`src/mexp_pkg.sv`:
```
// shared types and constants for the modular exponentiation core
package mexp_pkg;

  // sequencer states
  typedef enum logic [2:0] {
    ST_IDLE,
    ST_REDUCE,
    ST_SQUARE,
    ST_MULT,
    ST_FINISH
  } mexp_state_t;

  // status of the shared modular multiplier
  typedef struct packed {
    logic busy;
    logic done;
  } mm_stat_t;

  // register byte address
  localparam logic [2:0] ADDR_MODULUS = 3'd0;

endpackage

```
`src/mexp_mulmod.sv`:
```
// iterative shift-and-add modular multiplier, one multiplier bit per cycle
module mexp_mulmod import mexp_pkg::*; #(
  parameter int WORD_BITS = 16
) (
  input  logic                 clk,
  input  logic                 rst,
  input  logic                 start,
  input  logic [WORD_BITS-1:0] a,
  input  logic [WORD_BITS-1:0] b,
  input  logic [WORD_BITS-1:0] n,
  output logic [WORD_BITS-1:0] result,
  output mm_stat_t             stat
);

  localparam int CNT_BITS = $clog2(WORD_BITS);

  logic [WORD_BITS-1:0] a_r;
  logic [WORD_BITS-1:0] b_r;
  logic [WORD_BITS-1:0] acc;
  logic [CNT_BITS-1:0]  cnt;
  logic                 busy;
  logic                 done;

  logic [WORD_BITS:0]   dbl;
  logic [WORD_BITS-1:0] dred;
  logic [WORD_BITS:0]   sum;
  logic [WORD_BITS-1:0] sred;

  // acc = 2*acc mod n, then add a mod n when the current multiplier bit is set
  always_comb begin
    dbl  = {1'b0, acc} + {1'b0, acc};
    dred = (dbl >= {1'b0, n}) ? WORD_BITS'(dbl - {1'b0, n}) : dbl[WORD_BITS-1:0];
    sum  = {1'b0, dred} + (b_r[WORD_BITS-1] ? {1'b0, a_r} : {(WORD_BITS+1){1'b0}});
    sred = (sum >= {1'b0, n}) ? WORD_BITS'(sum - {1'b0, n}) : sum[WORD_BITS-1:0];
  end

  always_ff @(posedge clk) begin
    if (rst) begin
      busy <= 1'b0;
      done <= 1'b0;
    end else begin
      done <= 1'b0;
      if (start) begin
        busy <= 1'b1;
      end else if (busy && cnt == '0) begin
        busy <= 1'b0;
        done <= 1'b1;
      end
    end
  end

  always_ff @(posedge clk) begin
    if (start) begin
      a_r <= a;
      b_r <= b;
      acc <= '0;
      cnt <= CNT_BITS'(WORD_BITS - 1);
    end else if (busy) begin
      acc <= sred;
      b_r <= {b_r[WORD_BITS-2:0], 1'b0};
      cnt <= cnt - 1'b1;
    end
  end

  assign result    = acc;
  assign stat.busy = busy;
  assign stat.done = done;

endmodule

```
`src/modular_exponentiation_core.sv`:
```
// Modular exponentiation core: power_mod = base ** exponent mod modulus, left-to-right
// square-and-multiply on one shared shift-and-add modular multiplier. A transaction first
// reduces the base (one product pass), then squares once per exponent bit and multiplies
// once per set bit. Loading the result waits while an earlier result still holds the output
// register. A modulus below two gives 0. in_stall is high from acceptance until the result
// is loaded into the output register; the output register lets the next transaction start
// while a result still waits. modulus is written over the APB port at byte address 0 and
// must only change while the core is idle.
module modular_exponentiation_core import mexp_pkg::*; #(
  parameter int WORD_BITS = 16,
  localparam int DATA_BITS = (WORD_BITS > 32) ? 64 : 32
) (
  input  logic                 clk,
  input  logic                 rst,
  input  logic                 psel,
  input  logic                 penable,
  input  logic                 pwrite,
  input  logic [2:0]           paddr,
  input  logic [DATA_BITS-1:0] pwdata,
  output logic [DATA_BITS-1:0] prdata,
  output logic                 pready,
  input  logic                 in_valid,
  output logic                 in_stall,
  input  logic [WORD_BITS-1:0] base,
  input  logic [WORD_BITS-1:0] exponent,
  output logic                 out_valid,
  input  logic                 out_stall,
  output logic [WORD_BITS-1:0] power_mod
);

  localparam int CNT_BITS = $clog2(WORD_BITS);

  mexp_state_t          state;
  mexp_state_t          state_next;
  logic [WORD_BITS-1:0] modulus;
  logic [WORD_BITS-1:0] ereg;
  logic [WORD_BITS-1:0] breg;
  logic [WORD_BITS-1:0] acc;
  logic [CNT_BITS-1:0]  bit_idx;

  logic                 mod_small;
  logic                 out_free;
  logic                 ebit;
  logic                 last_bit;
  logic                 mm_start;
  logic [WORD_BITS-1:0] mm_a;
  logic [WORD_BITS-1:0] mm_b;
  logic [WORD_BITS-1:0] mm_result;
  mm_stat_t             mm_stat;

  // configuration port
  assign pready = 1'b1;

  always_ff @(posedge clk) begin
    if (rst) begin
      modulus <= WORD_BITS'(2);
    end else if (psel && penable && pwrite && pready && paddr == ADDR_MODULUS) begin
      modulus <= pwdata[WORD_BITS-1:0];
    end
  end

  assign prdata = (paddr == ADDR_MODULUS) ? DATA_BITS'(modulus) : '0;

  assign mod_small = (modulus[WORD_BITS-1:1] == '0);
  assign out_free  = !out_valid || !out_stall;
  assign ebit      = ereg[bit_idx];
  assign last_bit  = (bit_idx == '0);

  // next state
  always_comb begin
    state_next = state;
    unique case (state)
      ST_IDLE: begin
        if (in_valid) state_next = mod_small ? ST_FINISH : ST_REDUCE;
      end
      ST_REDUCE: begin
        if (mm_stat.done) state_next = ST_SQUARE;
      end
      ST_SQUARE: begin
        if (mm_stat.done) begin
          if (ebit) state_next = ST_MULT;
          else if (last_bit) state_next = ST_FINISH;
        end
      end
      ST_MULT: begin
        if (mm_stat.done) state_next = last_bit ? ST_FINISH : ST_SQUARE;
      end
      ST_FINISH: begin
        if (out_free) state_next = ST_IDLE;
      end
      default: state_next = ST_IDLE;
    endcase
  end

  // sequencer outputs: input stall, multiplier launch and operand select
  always_comb begin
    in_stall = 1'b1;
    mm_start = 1'b0;
    mm_a     = mm_result;
    mm_b     = mm_result;
    unique case (state)
      ST_IDLE: begin
        in_stall = 1'b0;
        mm_start = in_valid && !mod_small;
        mm_a     = WORD_BITS'(1);
        mm_b     = base;
      end
      ST_REDUCE: begin
        // first square is of the initial accumulator value one
        mm_start = mm_stat.done;
        mm_a     = WORD_BITS'(1);
        mm_b     = WORD_BITS'(1);
      end
      ST_SQUARE: begin
        mm_start = mm_stat.done && (ebit || !last_bit);
        if (ebit) mm_b = breg;
      end
      ST_MULT: begin
        mm_start = mm_stat.done && !last_bit;
      end
      ST_FINISH: begin
        mm_start = 1'b0;
      end
      default: begin
        mm_start = 1'b0;
      end
    endcase
  end

  always_ff @(posedge clk) begin
    if (rst) begin
      state     <= ST_IDLE;
      out_valid <= 1'b0;
    end else begin
      state <= state_next;
      if (state == ST_FINISH && out_free) out_valid <= 1'b1;
      else if (!out_stall) out_valid <= 1'b0;
    end
  end

  always_ff @(posedge clk) begin
    unique case (state)
      ST_IDLE: begin
        if (in_valid) begin
          ereg    <= exponent;
          acc     <= '0;
          bit_idx <= CNT_BITS'(WORD_BITS - 1);
        end
      end
      ST_REDUCE: begin
        if (mm_stat.done) breg <= mm_result;
      end
      ST_SQUARE: begin
        if (mm_stat.done) begin
          acc <= mm_result;
          if (!ebit && !last_bit) bit_idx <= bit_idx - 1'b1;
        end
      end
      ST_MULT: begin
        if (mm_stat.done) begin
          acc <= mm_result;
          if (!last_bit) bit_idx <= bit_idx - 1'b1;
        end
      end
      ST_FINISH: begin
        if (out_free) power_mod <= acc;
      end
      default: begin
        acc <= acc;
      end
    endcase
  end

  mexp_mulmod #(
    .WORD_BITS(WORD_BITS)
  ) u_mulmod (
    .clk   (clk),
    .rst   (rst),
    .start (mm_start),
    .a     (mm_a),
    .b     (mm_b),
    .n     (modulus),
    .result(mm_result),
    .stat  (mm_stat)
  );

  // never launch a product while one is in flight
  a_start_idle: assert property (@(posedge clk) disable iff (rst)
    mm_start |-> !mm_stat.busy)
    else $error("multiplier started while busy");

  // a finished product only arrives while the sequencer waits for one
  a_done_state: assert property (@(posedge clk) disable iff (rst)
    mm_stat.done |-> (state == ST_REDUCE || state == ST_SQUARE || state == ST_MULT))
    else $error("product finished outside a wait state");

  // a new result only comes out of the finish state
  a_result_src: assert property (@(posedge clk) disable iff (rst)
    (!out_valid || !out_stall) ##1 out_valid |-> $past(state) == ST_FINISH)
    else $error("result loaded outside finish state");

  // no multiplier activity while the sequencer is idle or in the finish state
  a_idle_quiet: assert property (@(posedge clk) disable iff (rst)
    (state == ST_IDLE || state == ST_FINISH) |-> !mm_stat.busy)
    else $error("multiplier busy while sequencer idle");

endmodule

```
`config.mk`:
```
export PLATFORM = sky130hd
export DESIGN_NAME = modular_exponentiation_core
export DESIGN_NICKNAME = d
export VERILOG_FILES = /design/src/mexp_pkg.sv /design/src/mexp_mulmod.sv /design/src/modular_exponentiation_core.sv
export SDC_FILE = /design/constraint.sdc
export NUM_CORES = 1
export LEC_CHECK = 0
export BUFFER_PORTS_ARGS = -buffer_cell sky130_fd_sc_hd__buf_2
export CAP_MARGIN = 30
export CORE_AREA = 5 5 126 128
export CTS_BUF_LIST = sky130_fd_sc_hd__clkbuf_2
export DETAILED_ROUTE_END_ITERATION = 6
export DIE_AREA = 0 0 131 133
export PLACE_DENSITY = 0.93
export SLEW_MARGIN = 20
export SYNTH_ARGS = -nofsm -noshare
export SYNTH_HDL_FRONTEND = slang
export SYNTH_HIERARCHICAL = 1
export SYNTH_SLANG_ARGS = --single-unit
```
`constraint.sdc`:
```
create_clock -name clk -period 8.5 [get_ports clk]
set_input_delay 0.425 -clock clk [delete_from_list [all_inputs] [get_ports clk]]
set_output_delay 0.425 -clock clk [all_outputs]
set_load 0.03 [all_outputs]
```
==> run metrics <==
max_cap viols=0; 1st-pass router iterations=5; initial antenna violation count=0; CTS Buffer Depth=2; Multi-input gate area=4350 sq um; RR Startpoint=modulus[10]; clock sinks=142; CTS tree=yes; highest clock rate=142 MHz; Root Buffer=clkbuf_2; Rows=45; post-DP HPWL=14,200 microns; Worst Hold Depth=2; Routed WL per cell=17.7 microns; Layout Cells excl Fill=1,148; Syn-to-layout area delta=12.4%; core area=14,800 sq um; mapped cell area=approximately 8600 sq um; Die ar.=17,400 sq um; reg-to-reg slack, setup=1.48 ns; die height=133 microns; via-per-instance ratio=roughly 6; Startpoint Class=flip-flop; Critical Path Most Common Cell=ha_1; vias in the first global route=roughly 6,500; relative slew slack=0.393; Critical Path RT=9.13 ns; crit path kind=flip-flop to flip-flop; Nets=1,077; CP max FO=20; largest net degree at the start of global routing=50; IO buf count=91; Total Wirelength=20,300 microns; clk_skew=0.0484 ns; Worst EP arrival=around 7.7 ns; post-route core utilization=0.655; postcts setup bufs=0; detailed-route DRC error count=0; Critical Path Slowest Stage Cell=a211oi_1; Routed Antenna Nets=0; H-tree Lvls=4; cts hold-fix bufs=33; final slew viol count=0; min-delay src=rst; critical path endpoint category=flip-flop; Tcrit/Tclk final=0.826; clock slew at reported path FFs=0.21 ns; Syn Inst Count=829; Slowest Stage Delay on Critical Path=0.46 ns; RSZ-0062 raised after global routing=no; synthesized area per cell=10.4 sq um; CTS Buf Count=17; hold path endpoint=state[1]; Clock Latency Late Sink=0.72 ns; minimum clock period=around 7 ns; ant diodes=0; worst r2r dst=u_mulmod/result[0]; Storage cell area=~3800 sq um; PostCTS Resize Cnt=0; gr usage total=0.234; crit path launch=modulus[10]; Initial Util=0.583; Initial DRC Count=557; Synth warnings=6; Fin. Hold Viols=0; Vias=between 6,000 and 7,000; Top Ports=around 130; Fill cells=1,118; worst r2r path cells=27; Hold Path Class=primary input to flip-flop; Overflow after GRT=0; first-pass GRT wire length=31,800 microns; final setup vio count=0; status=finished clean; placed cell count=1,084; worst slew pin tran=0.911 ns; fraction of layout cells with a size suffix above 1=0.190; setup TNS=0 ns; Die W=131 microns; GP Congestion=0.866; Min Hold Slack=around 0.13 ns
[placed cells by master, fill, tap and decap left out, drive strengths merged, types with 7 or more instances in the layout]
master and instances:
o21ai 28, dfxtp 42, buf 99, a211oi 12, a21o 10, and3 7
a21oi 50, mux2i 15, clkbuf 19, nor2b 24, xnor2 29, nor3 20
xor2 7, ha 52, mux2 28, inv 46, clkinv 8, dlygate4sd3 33
a221o 15, nor2 52, nand2 67, o21a 9, conb 17, and2 68
edfxtp 100
[sequential cells by signal, indices dropped and copies added (netlist names)]
name / count
acc: 16
bit_idx: 4
breg: 16
ereg: 16
modulus: 16
out_valid: 1
power_mod: 16
state: 3
u_mulmod/a_r: 16
u_mulmod/b_r: 16
u_mulmod/busy: 1
u_mulmod/cnt: 4
u_mulmod/done: 1
u_mulmod/result: 16
[worst max path at each step]
stage | endpoint | slack (ns)
3_3_place_gp | u_mulmod/result[0] | 1.88
4_1_cts | u_mulmod/result[0] | 1.63
5_1_grt | u_mulmod/result[1] | 1.16
6_report | u_mulmod/result[0] | 1.48
3_5_place_dp | u_mulmod/result[0] | 1.72
2_1_floorplan | u_mulmod/result[0] | 2.64
[per-layer routing]
metal	wire length [microns]	GRT usage	vias to the layer above
li1	-	-	3205
met1	8400	0.301	3201
met2	9730	0.379	302
met3	1510	0.0488	37
met4	679	0.0989	0
met5	0	0	-
[stage by stage]
step                      area [sq um]  worst slack (ns)
after floorplan                   8660              2.64
after global placement            9110              1.88
after detailed placement          9120              1.72
after CTS                         9660              1.63
after global routing              9660              1.16
final                             9660              1.48
[final cells by class]
cell class / instances / area share
sequential: 142 / 0.398
tap: 188 / 0.0243
clock inverter: 12 / 0.0127
inverter: 46 / 0.0179
multi-input combinational: 609 / 0.450
timing repair buffer: 132 / 0.0875
clock buffer: 19 / 0.00984
[critical path: cells and delay by family (launching register included)]
family,cells,cell delay (ns)
AOI/OAI and AO/OA,13,3.21
muxes,1,0.36
xor gates and xnor gates,1,0.28
adders and majority gates,4,1.35
DFF,1,0.42
buffers and inverters,3,0.44
and+or+nand+nor,5,0.85
Power is not shown: default switching activity piles up to over one toggle a cycle in this logic, so the estimate is an artifact.
